<file path="config.mk">
export PLATFORM = sky130hd
export DESIGN_NAME = risc_integer_execute_stage
export DESIGN_NICKNAME = d
export VERILOG_FILES = /design/src/design/rie_pkg.sv /design/src/design/risc_integer_execute_stage.sv /design/src/design/rie_ctrl.sv /design/src/design/rie_datapath.sv
export SDC_FILE = /design/constraint.sdc
export NUM_CORES = 2
export LEC_CHECK = 0
export ABC_AREA = 1
export CAP_MARGIN = 25
export CORE_MARGIN = 10
export CORE_UTILIZATION = 29
export CTS_BUF_LIST = sky130_fd_sc_hd__clkbuf_8
export CTS_CLUSTER_SIZE = 20
export DETAILED_ROUTE_END_ITERATION = 6
export DONT_BUFFER_PORTS = 1
export GPL_ROUTABILITY_DRIVEN = 0
export GPL_TIMING_DRIVEN = 0
export PLACE_DENSITY = 0.4
export SLEW_MARGIN = 20
export SYNTH_ARGS = -nofsm -noshare
export SYNTH_HDL_FRONTEND = slang
export SYNTH_SLANG_ARGS = --single-unit
</file>
<file path="constraint.sdc">
create_clock -name clk -period 19.25 [get_ports clk]
set_input_delay 5.775 -clock clk [delete_from_list [all_inputs] [get_ports clk]]
set_output_delay 5.775 -clock clk [all_outputs]
set_load 0.1 [all_outputs]
</file>
<file path="src/design/rie_pkg.sv">
// ----------------------------------------------------------------------------
// rie_pkg
// Shared types and codes for the integer execute stage.
// ----------------------------------------------------------------------------
package rie_pkg;

    typedef enum logic [2:0] {
        ST_IDLE,
        ST_EXEC,
        ST_MUL,
        ST_DIV,
        ST_DIVFIX,
        ST_OUT
    } state_t;

    typedef enum logic [2:0] {
        FLT_NONE     = 3'd0,
        FLT_OVF      = 3'd1,
        FLT_LOAD     = 3'd2,
        FLT_STORE    = 3'd3,
        FLT_SYSCALL  = 3'd4,
        FLT_BREAK    = 3'd5,
        FLT_RESERVED = 3'd6
    } fault_t;

    localparam logic [1:0] SOP_NONE = 2'd0;
    localparam logic [1:0] SOP_MTC0 = 2'd1;
    localparam logic [1:0] SOP_RFE  = 2'd2;

    localparam logic [5:0] OP_SPECIAL = 6'h00;
    localparam logic [5:0] OP_REGIMM  = 6'h01;
    localparam logic [5:0] OP_J       = 6'h02;
    localparam logic [5:0] OP_JAL     = 6'h03;
    localparam logic [5:0] OP_BEQ     = 6'h04;
    localparam logic [5:0] OP_BNE     = 6'h05;
    localparam logic [5:0] OP_BLEZ    = 6'h06;
    localparam logic [5:0] OP_BGTZ    = 6'h07;
    localparam logic [5:0] OP_ADDI    = 6'h08;
    localparam logic [5:0] OP_ADDIU   = 6'h09;
    localparam logic [5:0] OP_SLTI    = 6'h0a;
    localparam logic [5:0] OP_SLTIU   = 6'h0b;
    localparam logic [5:0] OP_ANDI    = 6'h0c;
    localparam logic [5:0] OP_ORI     = 6'h0d;
    localparam logic [5:0] OP_XORI    = 6'h0e;
    localparam logic [5:0] OP_LUI     = 6'h0f;
    localparam logic [5:0] OP_COP0    = 6'h10;
    localparam logic [5:0] OP_LB      = 6'h20;
    localparam logic [5:0] OP_LH      = 6'h21;
    localparam logic [5:0] OP_LWL     = 6'h22;
    localparam logic [5:0] OP_LW      = 6'h23;
    localparam logic [5:0] OP_LBU     = 6'h24;
    localparam logic [5:0] OP_LHU     = 6'h25;
    localparam logic [5:0] OP_LWR     = 6'h26;
    localparam logic [5:0] OP_SB      = 6'h28;
    localparam logic [5:0] OP_SH      = 6'h29;
    localparam logic [5:0] OP_SWL     = 6'h2a;
    localparam logic [5:0] OP_SW      = 6'h2b;
    localparam logic [5:0] OP_SWR     = 6'h2e;

    localparam logic [5:0] FN_SLL     = 6'h00;
    localparam logic [5:0] FN_SRL     = 6'h02;
    localparam logic [5:0] FN_SRA     = 6'h03;
    localparam logic [5:0] FN_SLLV    = 6'h04;
    localparam logic [5:0] FN_SRLV    = 6'h06;
    localparam logic [5:0] FN_SRAV    = 6'h07;
    localparam logic [5:0] FN_JR      = 6'h08;
    localparam logic [5:0] FN_JALR    = 6'h09;
    localparam logic [5:0] FN_SYSCALL = 6'h0c;
    localparam logic [5:0] FN_BREAK   = 6'h0d;
    localparam logic [5:0] FN_MFHI    = 6'h10;
    localparam logic [5:0] FN_MTHI    = 6'h11;
    localparam logic [5:0] FN_MFLO    = 6'h12;
    localparam logic [5:0] FN_MTLO    = 6'h13;
    localparam logic [5:0] FN_MULT    = 6'h18;
    localparam logic [5:0] FN_MULTU   = 6'h19;
    localparam logic [5:0] FN_DIV     = 6'h1a;
    localparam logic [5:0] FN_DIVU    = 6'h1b;
    localparam logic [5:0] FN_ADD     = 6'h20;
    localparam logic [5:0] FN_ADDU    = 6'h21;
    localparam logic [5:0] FN_SUB     = 6'h22;
    localparam logic [5:0] FN_SUBU    = 6'h23;
    localparam logic [5:0] FN_AND     = 6'h24;
    localparam logic [5:0] FN_OR      = 6'h25;
    localparam logic [5:0] FN_XOR     = 6'h26;
    localparam logic [5:0] FN_NOR     = 6'h27;
    localparam logic [5:0] FN_SLT     = 6'h2a;
    localparam logic [5:0] FN_SLTU    = 6'h2b;

    localparam logic [4:0] RS_MFC0 = 5'h00;
    localparam logic [4:0] RS_MTC0 = 5'h04;
    localparam logic [4:0] RS_RFE  = 5'h10;

    localparam logic [4:0] LINK_REG    = 5'd31;
    localparam logic [31:0] SIGN_MASK  = 32'h8000_0000;
    localparam int unsigned DIV_STEPS  = 32;

    // controller -> datapath
    typedef struct packed {
        logic load;      // capture item operands
        logic exec;      // run decode/execute into the result registers
        logic mul_step;  // one partial product step
        logic div_step;  // one restoring division step
        logic div_fix;   // signs and special cases into hi/lo
        logic clr_cnt;   // restart step counter
    } dp_cmd_t;

    // datapath -> controller
    typedef struct packed {
        logic is_mul;
        logic is_div;
        logic step_last;
    } dp_sts_t;

endpackage

</file>
<file path="src/design/risc_integer_execute_stage.sv">
// ----------------------------------------------------------------------------
// risc_integer_execute_stage
// MIPS-I integer execute: ALU, shifts, branches, loads/stores, cop0, HI/LO.
// ----------------------------------------------------------------------------
//  channel | direction | handshake            | payload
//  in      | input     | in_valid / in_ready  | instr src_a src_b cur_pc
//          |           |                      | load_word sys_reg_value
//  out     | output    | out_valid / out_ready| wb_* redirect target_pc store_*
//          |           |                      | mem_addr byte_mask fault_code sys_*
//
//  Ordinary instructions: capture, then execute into the result register;
//  a new item is taken in the cycle its predecessor's result is taken.
//  mult/multu and div/divu run one shift-add / restoring-subtract step
//  per cycle in the shared muldiv unit; div/divu add a sign fix-up step.
//  Reset clears the controller, HI and LO; payload registers are not reset.
//  A stalled result holds until out_ready; in_ready stays low meanwhile.
// ----------------------------------------------------------------------------
module risc_integer_execute_stage (
    input  logic        clk,
    input  logic        rst_n,
    input  logic        in_valid,
    output logic        in_ready,
    input  logic [31:0] instr,
    input  logic [31:0] src_a,
    input  logic [31:0] src_b,
    input  logic [31:0] cur_pc,
    input  logic [31:0] load_word,
    input  logic [31:0] sys_reg_value,
    output logic        out_valid,
    input  logic        out_ready,
    output logic        wb_enable,
    output logic [4:0]  wb_index,
    output logic [31:0] wb_value,
    output logic        redirect,
    output logic [31:0] target_pc,
    output logic        store_enable,
    output logic [31:0] mem_addr,
    output logic [31:0] store_data,
    output logic [3:0]  byte_mask,
    output logic [2:0]  fault_code,
    output logic [1:0]  sys_op,
    output logic [4:0]  sys_index
);
    import rie_pkg::*;

    dp_cmd_t cmd;   // sequencer commands
    dp_sts_t sts;   // decode and step status back

    rie_ctrl u_ctrl (
        .clk       (clk),
        .rst_n     (rst_n),
        .in_valid  (in_valid),
        .in_ready  (in_ready),
        .out_valid (out_valid),
        .out_ready (out_ready),
        .cmd       (cmd),
        .sts       (sts)
    );

    rie_datapath u_dp (
        .clk           (clk),
        .rst_n         (rst_n),
        .cmd           (cmd),
        .sts           (sts),
        .instr         (instr),
        .src_a         (src_a),
        .src_b         (src_b),
        .cur_pc        (cur_pc),
        .load_word     (load_word),
        .sys_reg_value (sys_reg_value),
        .wb_enable     (wb_enable),
        .wb_index      (wb_index),
        .wb_value      (wb_value),
        .redirect      (redirect),
        .target_pc     (target_pc),
        .store_enable  (store_enable),
        .mem_addr      (mem_addr),
        .store_data    (store_data),
        .byte_mask     (byte_mask),
        .fault_code    (fault_code),
        .sys_op        (sys_op),
        .sys_index     (sys_index)
    );

endmodule

</file>
<file path="src/design/rie_ctrl.sv">
// ----------------------------------------------------------------------------
// rie_ctrl
// Sequencer: accept, execute, multi-cycle multiply/divide, hand off result.
// ----------------------------------------------------------------------------
module rie_ctrl (
    input  logic              clk,
    input  logic              rst_n,
    input  logic              in_valid,
    output logic              in_ready,
    output logic              out_valid,
    input  logic              out_ready,
    output rie_pkg::dp_cmd_t  cmd,
    input  rie_pkg::dp_sts_t  sts
);
    import rie_pkg::*;

    state_t state_reg, state_next;

    always_ff @(posedge clk or negedge rst_n)
    begin
        if (!rst_n)
        begin
            state_reg <= ST_IDLE;
        end
        else
        begin
            state_reg <= state_next;
        end
    end

    // next state
    always_comb
    begin
        state_next = state_reg;
        unique case (state_reg)
            ST_IDLE:   if (in_valid) state_next = ST_EXEC;
            ST_EXEC:
            begin
                if (sts.is_mul)      state_next = ST_MUL;
                else if (sts.is_div) state_next = ST_DIV;
                else                 state_next = ST_OUT;
            end
            ST_MUL:    if (sts.step_last) state_next = ST_OUT;
            ST_DIV:    if (sts.step_last) state_next = ST_DIVFIX;
            ST_DIVFIX: state_next = ST_OUT;
            ST_OUT:    if (out_ready) state_next = in_valid ? ST_EXEC : ST_IDLE;
            default:   state_next = ST_IDLE;
        endcase
    end

    // outputs
    always_comb
    begin
        cmd       = '0;
        in_ready  = 1'b0;
        out_valid = 1'b0;
        unique case (state_reg)
            ST_IDLE:
            begin
                in_ready = 1'b1;
                cmd.load = in_valid;
            end
            ST_EXEC:
            begin
                cmd.exec    = 1'b1;
                cmd.clr_cnt = 1'b1;
            end
            ST_MUL:    cmd.mul_step = 1'b1;
            ST_DIV:    cmd.div_step = 1'b1;
            ST_DIVFIX: cmd.div_fix  = 1'b1;
            ST_OUT:
            begin
                out_valid = 1'b1;
                in_ready  = out_ready;
                cmd.load  = out_ready && in_valid;
            end
            default: ;
        endcase
    end

    a_out_hold: assert property (@(posedge clk) disable iff (!rst_n)
        out_valid && !out_ready |=> out_valid)
        else $error("result dropped while stalled");
    a_no_accept_busy: assert property (@(posedge clk) disable iff (!rst_n)
        (state_reg == ST_MUL || state_reg == ST_DIV) |-> !in_ready)
        else $error("item taken during multiply/divide");
    a_exec_after_load: assert property (@(posedge clk) disable iff (!rst_n)
        cmd.load |=> state_reg == ST_EXEC)
        else $error("load not followed by execute");

endmodule

</file>
<file path="src/design/rie_datapath.sv">
// ----------------------------------------------------------------------------
// rie_datapath
// Operand registers, decode/execute logic, HI/LO and the muldiv unit.
// ----------------------------------------------------------------------------
module rie_datapath (
    input  logic              clk,
    input  logic              rst_n,
    input  rie_pkg::dp_cmd_t  cmd,
    output rie_pkg::dp_sts_t  sts,
    input  logic [31:0]       instr,
    input  logic [31:0]       src_a,
    input  logic [31:0]       src_b,
    input  logic [31:0]       cur_pc,
    input  logic [31:0]       load_word,
    input  logic [31:0]       sys_reg_value,
    output logic              wb_enable,
    output logic [4:0]        wb_index,
    output logic [31:0]       wb_value,
    output logic              redirect,
    output logic [31:0]       target_pc,
    output logic              store_enable,
    output logic [31:0]       mem_addr,
    output logic [31:0]       store_data,
    output logic [3:0]        byte_mask,
    output logic [2:0]        fault_code,
    output logic [1:0]        sys_op,
    output logic [4:0]        sys_index
);
    import rie_pkg::*;

    // captured item
    logic [31:0] ins_reg, a_reg, b_reg, pc_reg, mw_reg, cv_reg;
    logic [31:0] hi_reg, hi_next, lo_reg, lo_next;

    // muldiv working registers
    logic [31:0] mcand_reg, mcand_next;    // multiplicand / divisor magnitude
    logic [31:0] mplr_reg, mplr_next;      // multiplier / quotient shift reg
    logic [32:0] acc_reg, acc_next;        // partial product high / remainder
    logic [4:0]  cnt_reg, cnt_next;
    logic        neg_q_reg, neg_q_next, neg_r_reg, neg_r_next;
    logic        div_zero_reg, div_zero_next;

    // result registers
    logic        wen_r, redir_r, sen_r;
    logic [4:0]  widx_r, sidx_r;
    logic [31:0] wval_r, tgt_r, addr_r, sdata_r;
    logic [3:0]  mask_r;
    logic [2:0]  fault_r;
    logic [1:0]  sop_r;

    // combinational execute
    logic        wen, redir, sen, is_mem, is_mul, is_div, m_sgn, d_sgn;
    logic        wr_hi, wr_lo;
    logic [4:0]  widx, sidx;
    logic [31:0] wval, tgt, sdata;
    logic [3:0]  mask;
    fault_t      fault;
    logic [1:0]  sop;

    logic [5:0]  op, fn;
    logic [4:0]  rs, rt, rd, sh, vsh;
    logic [15:0] imm;
    logic [31:0] simm, link, btgt, ea, sum, diff, addi_r;
    logic [1:0]  lane;

    assign op   = ins_reg[31:26];
    assign rs   = ins_reg[25:21];
    assign rt   = ins_reg[20:16];
    assign rd   = ins_reg[15:11];
    assign sh   = ins_reg[10:6];
    assign fn   = ins_reg[5:0];
    assign imm  = ins_reg[15:0];
    assign simm = {{16{imm[15]}}, imm};
    assign vsh  = a_reg[4:0];
    assign link = pc_reg + 32'd8;
    assign btgt = pc_reg + 32'd4 + {simm[29:0], 2'b00};
    assign ea   = a_reg + simm;
    assign lane = ea[1:0];
    assign sum  = a_reg + b_reg;
    assign diff = a_reg - b_reg;
    assign addi_r = ea;

    always_comb
    begin
        wen = 1'b0; redir = 1'b0; sen = 1'b0; is_mem = 1'b0;
        is_mul = 1'b0; is_div = 1'b0; m_sgn = 1'b0; d_sgn = 1'b0;
        wr_hi = 1'b0; wr_lo = 1'b0;
        widx = '0; sidx = '0; wval = '0; tgt = '0; sdata = '0; mask = '0;
        fault = FLT_NONE; sop = SOP_NONE;
        if (op == OP_SPECIAL)
        begin
            unique case (fn)
                FN_SLL:  begin wen = 1'b1; widx = rd; wval = b_reg << sh; end
                FN_SRL:  begin wen = 1'b1; widx = rd; wval = b_reg >> sh; end
                FN_SRA:  begin wen = 1'b1; widx = rd; wval = $signed(b_reg) >>> sh; end
                FN_SLLV: begin wen = 1'b1; widx = rd; wval = b_reg << vsh; end
                FN_SRLV: begin wen = 1'b1; widx = rd; wval = b_reg >> vsh; end
                FN_SRAV: begin wen = 1'b1; widx = rd; wval = $signed(b_reg) >>> vsh; end
                FN_JR:   begin redir = 1'b1; tgt = a_reg; end
                FN_JALR:
                begin
                    redir = 1'b1; tgt = a_reg; wen = 1'b1; widx = rd; wval = link;
                end
                FN_SYSCALL: fault = FLT_SYSCALL;
                FN_BREAK:   fault = FLT_BREAK;
                FN_MFHI: begin wen = 1'b1; widx = rd; wval = hi_reg; end
                FN_MTHI: wr_hi = 1'b1;
                FN_MFLO: begin wen = 1'b1; widx = rd; wval = lo_reg; end
                FN_MTLO: wr_lo = 1'b1;
                FN_MULT:  begin is_mul = 1'b1; m_sgn = 1'b1; end
                FN_MULTU: is_mul = 1'b1;
                FN_DIV:   begin is_div = 1'b1; d_sgn = 1'b1; end
                FN_DIVU:  is_div = 1'b1;
                FN_ADD:
                begin
                    if ((~(a_reg[31] ^ b_reg[31])) & (a_reg[31] ^ sum[31])) fault = FLT_OVF;
                    else begin wen = 1'b1; widx = rd; wval = sum; end
                end
                FN_ADDU: begin wen = 1'b1; widx = rd; wval = sum; end
                FN_SUB:
                begin
                    if ((a_reg[31] ^ b_reg[31]) & (a_reg[31] ^ diff[31])) fault = FLT_OVF;
                    else begin wen = 1'b1; widx = rd; wval = diff; end
                end
                FN_SUBU: begin wen = 1'b1; widx = rd; wval = diff; end
                FN_AND:  begin wen = 1'b1; widx = rd; wval = a_reg & b_reg; end
                FN_OR:   begin wen = 1'b1; widx = rd; wval = a_reg | b_reg; end
                FN_XOR:  begin wen = 1'b1; widx = rd; wval = a_reg ^ b_reg; end
                FN_NOR:  begin wen = 1'b1; widx = rd; wval = ~(a_reg | b_reg); end
                FN_SLT:
                begin
                    wen = 1'b1; widx = rd;
                    wval = {31'd0, $signed(a_reg) < $signed(b_reg)};
                end
                FN_SLTU: begin wen = 1'b1; widx = rd; wval = {31'd0, a_reg < b_reg}; end
                default: fault = FLT_RESERVED;
            endcase
        end
        else
        begin
            unique case (op)
                OP_REGIMM:
                begin
                    if (rt[4:1] == 4'b1000) begin wen = 1'b1; widx = LINK_REG; wval = link; end
                    if (rt[0] ^ a_reg[31]) begin redir = 1'b1; tgt = btgt; end
                end
                OP_J, OP_JAL:
                begin
                    redir = 1'b1;
                    tgt   = {link[31:28] - 4'd0 & 4'hf, ins_reg[25:0], 2'b00};
                    tgt[31:28] = (pc_reg[31:28] + {3'd0, &pc_reg[27:2]});
                    if (op == OP_JAL) begin wen = 1'b1; widx = LINK_REG; wval = link; end
                end
                OP_BEQ:  if (a_reg == b_reg) begin redir = 1'b1; tgt = btgt; end
                OP_BNE:  if (a_reg != b_reg) begin redir = 1'b1; tgt = btgt; end
                OP_BLEZ:
                    if (a_reg[31] || a_reg == '0) begin redir = 1'b1; tgt = btgt; end
                OP_BGTZ:
                    if (!a_reg[31] && a_reg != '0) begin redir = 1'b1; tgt = btgt; end
                OP_ADDI:
                begin
                    if ((~(a_reg[31] ^ simm[31])) & (a_reg[31] ^ addi_r[31])) fault = FLT_OVF;
                    else begin wen = 1'b1; widx = rt; wval = addi_r; end
                end
                OP_ADDIU: begin wen = 1'b1; widx = rt; wval = addi_r; end
                OP_SLTI:
                begin
                    wen = 1'b1; widx = rt;
                    wval = {31'd0, $signed(a_reg) < $signed(simm)};
                end
                OP_SLTIU: begin wen = 1'b1; widx = rt; wval = {31'd0, a_reg < simm}; end
                OP_ANDI: begin wen = 1'b1; widx = rt; wval = a_reg & {16'd0, imm}; end
                OP_ORI:  begin wen = 1'b1; widx = rt; wval = a_reg | {16'd0, imm}; end
                OP_XORI: begin wen = 1'b1; widx = rt; wval = a_reg ^ {16'd0, imm}; end
                OP_LUI:  begin wen = 1'b1; widx = rt; wval = {imm, 16'd0}; end
                OP_COP0:
                begin
                    if (rs == RS_MFC0)
                    begin
                        wen = 1'b1; widx = rt; wval = cv_reg; sidx = rd;
                    end
                    else if (rs == RS_MTC0)
                    begin
                        sop = SOP_MTC0; sidx = rd; sdata = b_reg;
                    end
                    else if (rs == RS_RFE) sop = SOP_RFE;
                    else fault = FLT_RESERVED;
                end
                OP_LB, OP_LBU:
                begin
                    is_mem = 1'b1; wen = 1'b1; widx = rt;
                    wval = {24'd0, 8'(mw_reg >> {lane, 3'b000})};
                    if (op == OP_LB) wval[31:8] = {24{wval[7]}};
                end
                OP_LH, OP_LHU:
                begin
                    is_mem = 1'b1;
                    if (ea[0]) fault = FLT_LOAD;
                    else
                    begin
                        wen = 1'b1; widx = rt;
                        wval = {16'd0, lane[1] ? mw_reg[31:16] : mw_reg[15:0]};
                        if (op == OP_LH) wval[31:16] = {16{wval[15]}};
                    end
                end
                OP_LW:
                begin
                    is_mem = 1'b1;
                    if (lane != 2'd0) fault = FLT_LOAD;
                    else begin wen = 1'b1; widx = rt; wval = mw_reg; end
                end
                OP_LWL:
                begin
                    is_mem = 1'b1; wen = 1'b1; widx = rt;
                    case (lane)
                        2'd0:    wval = {mw_reg[7:0], b_reg[23:0]};
                        2'd1:    wval = {mw_reg[15:0], b_reg[15:0]};
                        2'd2:    wval = {mw_reg[23:0], b_reg[7:0]};
                        default: wval = mw_reg;
                    endcase
                end
                OP_LWR:
                begin
                    is_mem = 1'b1; wen = 1'b1; widx = rt;
                    case (lane)
                        2'd0:    wval = mw_reg;
                        2'd1:    wval = {b_reg[31:24], mw_reg[31:8]};
                        2'd2:    wval = {b_reg[31:16], mw_reg[31:16]};
                        default: wval = {b_reg[31:8], mw_reg[31:24]};
                    endcase
                end
                OP_SB:
                begin
                    is_mem = 1'b1; sen = 1'b1;
                    sdata = b_reg << {lane, 3'b000}; mask = 4'b0001 << lane;
                end
                OP_SH:
                begin
                    is_mem = 1'b1;
                    if (ea[0]) fault = FLT_STORE;
                    else
                    begin
                        sen = 1'b1;
                        sdata = lane[1] ? {b_reg[15:0], 16'd0} : b_reg;
                        mask  = lane[1] ? 4'b1100 : 4'b0011;
                    end
                end
                OP_SW:
                begin
                    is_mem = 1'b1;
                    if (lane != 2'd0) fault = FLT_STORE;
                    else begin sen = 1'b1; sdata = b_reg; mask = 4'b1111; end
                end
                OP_SWL:
                begin
                    is_mem = 1'b1; sen = 1'b1;
                    sdata = b_reg >> {~lane, 3'b000}; mask = 4'b1111 >> (~lane);
                end
                OP_SWR:
                begin
                    is_mem = 1'b1; sen = 1'b1;
                    sdata = b_reg << {lane, 3'b000}; mask = 4'b1111 << lane;
                end
                default: fault = FLT_RESERVED;
            endcase
        end
        if (!wen || widx == '0)
        begin
            wen = 1'b0; widx = '0; wval = '0;
        end
        if (!sen) mask = '0;
    end

    assign sts.is_mul    = is_mul;
    assign sts.is_div    = is_div;
    assign sts.step_last = (cnt_reg == 5'(DIV_STEPS - 1));

    // ---- muldiv ----
    logic [31:0] a_mag, b_mag;
    logic [32:0] add_r, sub_r, shl, mul_sum;
    logic [31:0] q_fix, r_fix;

    assign a_mag = (d_sgn && a_reg[31]) ? (~a_reg + 32'd1) : a_reg;
    assign b_mag = (d_sgn && b_reg[31]) ? (~b_reg + 32'd1) : b_reg;

    // multiply: shift-add, 33-bit accumulator with sign handling per step
    // divide: restoring, remainder in acc, quotient shifted into mplr
    assign add_r = acc_reg + (mplr_reg[0] ? {neg_q_reg & mcand_reg[31], mcand_reg} : 33'd0);
    assign shl   = {acc_reg[31:0], mplr_reg[31]};
    assign sub_r = shl - {1'b0, mcand_reg};
    assign q_fix = neg_q_reg ? (~mplr_reg + 32'd1) : mplr_reg;
    assign r_fix = neg_r_reg ? (~acc_reg[31:0] + 32'd1) : acc_reg[31:0];

    // last step of signed multiply subtracts instead of adds
    assign mul_sum = (neg_q_reg && sts.step_last && mplr_reg[0])
                     ? (acc_reg - {mcand_reg[31], mcand_reg}) : add_r;

    always_comb
    begin
        mcand_next = mcand_reg; mplr_next = mplr_reg; acc_next = acc_reg;
        cnt_next = cnt_reg; neg_q_next = neg_q_reg; neg_r_next = neg_r_reg;
        div_zero_next = div_zero_reg;
        hi_next = hi_reg; lo_next = lo_reg;
        if (cmd.clr_cnt) cnt_next = '0;
        else if (cmd.mul_step || cmd.div_step) cnt_next = cnt_reg + 5'd1;
        if (cmd.exec)
        begin
            if (wr_hi) hi_next = a_reg;
            if (wr_lo) lo_next = a_reg;
            acc_next = '0;
            if (is_mul)
            begin
                // signed: multiplicand sign-extended, last step subtracts
                mcand_next = a_reg;
                mplr_next  = b_reg;
                neg_q_next = m_sgn;    // reused as "signed multiply"
            end
            else
            begin
                mcand_next   = b_mag;
                mplr_next    = a_mag;
                neg_q_next   = d_sgn && (a_reg[31] ^ b_reg[31]);
                neg_r_next   = d_sgn && a_reg[31];
                div_zero_next = (b_reg == '0);
            end
        end
        if (cmd.mul_step)
        begin
            // unsigned keeps the carry as a magnitude bit, signed shifts arithmetically
            acc_next  = {neg_q_reg & mul_sum[32], mul_sum[32:1]};
            mplr_next = {mul_sum[0], mplr_reg[31:1]};
            if (sts.step_last)
            begin
                hi_next = mul_sum[32:1];
                lo_next = {mul_sum[0], mplr_reg[31:1]};
            end
        end
        if (cmd.div_step)
        begin
            if (!sub_r[32])
            begin
                acc_next  = {1'b0, sub_r[31:0]};
                mplr_next = {mplr_reg[30:0], 1'b1};
            end
            else
            begin
                acc_next  = shl;
                mplr_next = {mplr_reg[30:0], 1'b0};
            end
        end
        if (cmd.div_fix)
        begin
            if (div_zero_reg)
            begin
                // remainder already holds dividend magnitude; use original
                hi_next = a_reg;
                lo_next = (neg_r_reg) ? 32'd1 : 32'hffff_ffff;
            end
            else
            begin
                hi_next = r_fix;
                lo_next = q_fix;
            end
        end
    end

    always_ff @(posedge clk or negedge rst_n)
    begin
        if (!rst_n)
        begin
            hi_reg <= '0;
            lo_reg <= '0;
            cnt_reg <= '0;
        end
        else
        begin
            hi_reg <= hi_next;
            lo_reg <= lo_next;
            cnt_reg <= cnt_next;
        end
    end

    always_ff @(posedge clk)
    begin
        mcand_reg <= mcand_next; mplr_reg <= mplr_next; acc_reg <= acc_next;
        neg_q_reg <= neg_q_next; neg_r_reg <= neg_r_next;
        div_zero_reg <= div_zero_next;
        if (cmd.load)
        begin
            ins_reg <= instr; a_reg <= src_a; b_reg <= src_b;
            pc_reg <= cur_pc; mw_reg <= load_word; cv_reg <= sys_reg_value;
        end
        if (cmd.exec)
        begin
            wen_r <= wen; widx_r <= widx; wval_r <= wval;
            redir_r <= redir; tgt_r <= tgt;
            sen_r <= sen; addr_r <= is_mem ? {ea[31:2], 2'b00} : 32'd0;
            sdata_r <= sdata; mask_r <= mask;
            fault_r <= fault; sop_r <= sop; sidx_r <= sidx;
        end
    end

    assign wb_enable    = wen_r;
    assign wb_index     = widx_r;
    assign wb_value     = wval_r;
    assign redirect     = redir_r;
    assign target_pc    = tgt_r;
    assign store_enable = sen_r;
    assign mem_addr     = addr_r;
    assign store_data   = sdata_r;
    assign byte_mask    = mask_r;
    assign fault_code   = fault_r;
    assign sys_op       = sop_r;
    assign sys_index    = sidx_r;

    a_zero_wb: assert property (@(posedge clk) disable iff (!rst_n)
        $past(cmd.exec) |-> !(wb_enable && wb_index == '0))
        else $error("writeback to register zero");
    a_fault_no_wb: assert property (@(posedge clk) disable iff (!rst_n)
        $past(cmd.exec) && fault_code != FLT_NONE |-> !wb_enable && !store_enable)
        else $error("side effect with fault");
    a_mask_store: assert property (@(posedge clk) disable iff (!rst_n)
        $past(cmd.exec) |-> (byte_mask != '0) == store_enable)
        else $error("byte mask without store");

endmodule
</file>
==> metrics.yaml <==
status:
  outcome: "complete, but fails checks"
  failed_checks: "design-rule violations"
grt:
  grt_overflow: 0
  use_met3_pct: 14.5
  first_global_vias: 56126
  grt_max_degree: 86
  grt.total_usage_pct: 35.5
  antenna_found_initial: 56
  met2_usage_pct: 50.4
  use_met1_pct: 42.8
  grt_pass1_wl_mm: 474
  globalRoute.busiestLayer: "met2"
critical_path:
  critPathArrivalTime_ns: 6.26
  path_class: "in2out"
  r2r_cells: 21
  cp_slowest_cell: "o21ai_2"
  critPathLaunchType: "primary input"
  r2r_slack_ns: 11.22
  path_cells: "inv_1 > o21ai_2 > buf_16"
  max_stage_delay_ns: 0.24
  cp-end-kind: "output port"
  crit_required_ns: 13.47
  worst-path-max-fanout: 2
  r2r-start: "u_dp.b_reg[28]"
  reg2reg_to: "u_dp.wb_value[26]"
sta:
  finalCritPeriodShare_pct: 62.5
  drv_slew: 0
  max_freq_mhz: 83.1
  hold_ws_ns: 0.504
  slew_headroom_pct: 9.77
  hold_violations: 0
  worstMarginPinSlew_ns: 1.35
  rsz0062_at_grt: "no"
  finClkSkew_ns: 0.109
  setup_viol: 0
  min_period_ns: 12.04
power_and_ir_drop:
  peakVddDrop_uv: 173
  p_seq_share_pct: 33.1
  p_sw_w: 0.00580
  internal_power_w: 0.00358
  pwr-share-clk_pct: 11.8
  powerDensity_nw_per_um2: 165
  comb_power_share_pct: 55.0
  sw_frac_of_total_pct: 61.8
  leakage_nw: 25.2
  power_w: 0.00938
floorplanning:
  io_pins: 348
  fp.coreArea_um2: 174000
  die_x_um: 437
  dieArea_um2: 191000
  rows: 153
  die_y_um: 437
  initial_core_util_pct: 29.1
synth:
  synthArstFlopShare_pct: 14.1
  synth_area_um2: 50500
  syn_inst: 7465
  synth_seq_cells: 512
  synth.distinct_cells: 67
  yosys.area.top_type_share_pct: 26.2
  ys_top_cells_by_count: "nand2_1, nand3_1, inv_1"
  synthFlopType: "edfxtp_1"
  synth_area_leaders: "edfxtp_1, nand2_1, nand3_1"
  synth_area_leader_cell: "edfxtp_1"
  yosysSeqAreaShare_pct: 29.7
  syn_avg_cell_area_um2: 6.77
  ys_warn_count: 0
  synth_edf_count: 440
  yosysMostFrequentCell: "nand2_1"
hold_path:
  whs_endpoint: "u_dp.cnt_reg[0]"
  whs_path_depth: 1
  min_from: "u_dp.cnt_reg[0]"
  hold_path.class: "reg2reg"
clock_network:
  cts-htree-levels: 3
  cts_setup_buffers: 0
  cts-resized-gates: 0
  cts_tree: "built"
  clkTransAtPathRegs_ns: 0.06
  cts.sinks: 512
  clk_latency_ns: 0.97
  ctsHoldBuffers: 0
  cts_made_buffers: 96
  clock-root-buffer: "clkbuf_8"
  cts_buffer_depth: 3
routing:
  wirelength_mm: 358
  via_per_inst: 6.11
  drc: 11
  detail_route.first_pass.iterations: 7
  vias: 61607
  postRouteAntennaNets: 0
  drtIter0Drc: 10319
  post_drt_wl_per_cell_um: 35.6
place:
  dpl.hpwl_mm: 284
  io_buffers: 0
  postPlaceCellArea_um2: 54600
run:
  maxCapViolations: 0
cells_and_area:
  layout-drive-gt1-share_pct: 5.97
  largest_reg_flops: 33
  nets: 8139
  design_area_um2: 56800
  syn_to_final_growth_pct: 12.4
==> layout make-up <==
cell class	count	area [um^2]
Fill cell	19407	117000
Buffer	351	1600
Tap cell	2325	2910
Clock inverter	79	582
Antenna cell	45	113
Timing Repair Buffer	66	1260
Inverter	814	3070
Sequential cell	512	15000
Multi-Input combinational cell	5789	30900
Clock buffer	96	1320
==> power groups by stage <==
stage	Sequential, W	Combinational [W]	Clock [W]
global placement	0.00328	0.00470	0
floorplan	0.00283	0.00290	0
finish	0.00311	0.00516	0.00111
global route	0.00310	0.00542	0.00118
CTS	0.00308	0.00490	0.00114
detailed placement	0.00309	0.00487	0
==> worst max-delay path by stage <==
| stage | startpoint | end | slack (ns) | cells after the start |
|---|---|---|---|---|
| 2_1_floorplan | out_ready | u_dp.a_reg[0] | 2.35 | 4 |
| 3_3_place_gp | out_ready | u_dp.b_reg[3] | -3.46 | 4 |
| 3_5_place_dp | out_ready | in_ready | 7.21 | 3 |
| 4_1_cts | out_ready | in_ready | 7.21 | 3 |
| 5_1_grt | out_ready | in_ready | 7.18 | 3 |
| 6_report | out_ready | in_ready | 7.21 | 3 |
==> cells in the final DEF (no fill, tap or decap), types with 50 or more instances in the layout <==
| cell type | count |
|---|---|
| a21oi_1 | 483 |
| buf_2 | 82 |
| clkbuf_1 | 197 |
| clkbuf_8 | 96 |
| clkinv_1 | 50 |
| dfrtp_1 | 72 |
| edfxtp_1 | 440 |
| ha_1 | 307 |
| inv_1 | 766 |
| nand2_1 | 1814 |
| nand3_1 | 870 |
| nand4_1 | 83 |
| nor2_1 | 679 |
| nor3_1 | 123 |
| o211ai_1 | 66 |
| o21ai_0 | 514 |
| o221ai_1 | 77 |
| o22ai_1 | 89 |
| xor2_1 | 186 |
==> logic make-up (layout without fill, tap and decap cells) <==
| kind of cell | after synthesis | count (layout) | share of synthesized area [%] |
|---|---|---|---|
| simple gates | 3691 | 3691 | 31.1 |
| compound gates | 1546 | 1546 | 18.1 |
| buf+inv | 1165 | 1406 | 9.15 |
| flops | 512 | 512 | 29.7 |
| fa+ha+maj | 313 | 313 | 7.84 |
| xor+xnor | 227 | 227 | 3.94 |
| mux | 10 | 10 | 0.198 |
| other cells | 1 | 47 | 0.00742 |
==> through the flow <==
stage / setup slack [ns] / util (%) / std cells / setup TNS (ns)
floorplan: 2.35 / - / 7466 / 0
global placement: -3.46 / 30.8 / 9791 / -638.19
detailed placement: 7.21 / 31.5 / 9849 / 0
CTS: 7.21 / 32.6 / 10024 / 0
global route: 7.18 / 32.7 / 10040 / 0
finish: 7.21 / 32.7 / 10077 / 0
==> worst max-delay path: cells and delay by family <==
family	cells	cell delay (ns)
AO/OA/AOI/OAI	1	0.24
buffers and inverters	2	0.24
==> routing by layer <==
| layer | vias up | share of wire (%) |
|---|---|---|
| met5 | - | 0.060 |
| met3 | 1369 | 13 |
| met1 | 29446 | 37 |
| met4 | 34 | 9.0 |
| met2 | 4773 | 41 |
| li1 | 25985 | - |
No activity file was read; power rests on OpenSTA's default activity.
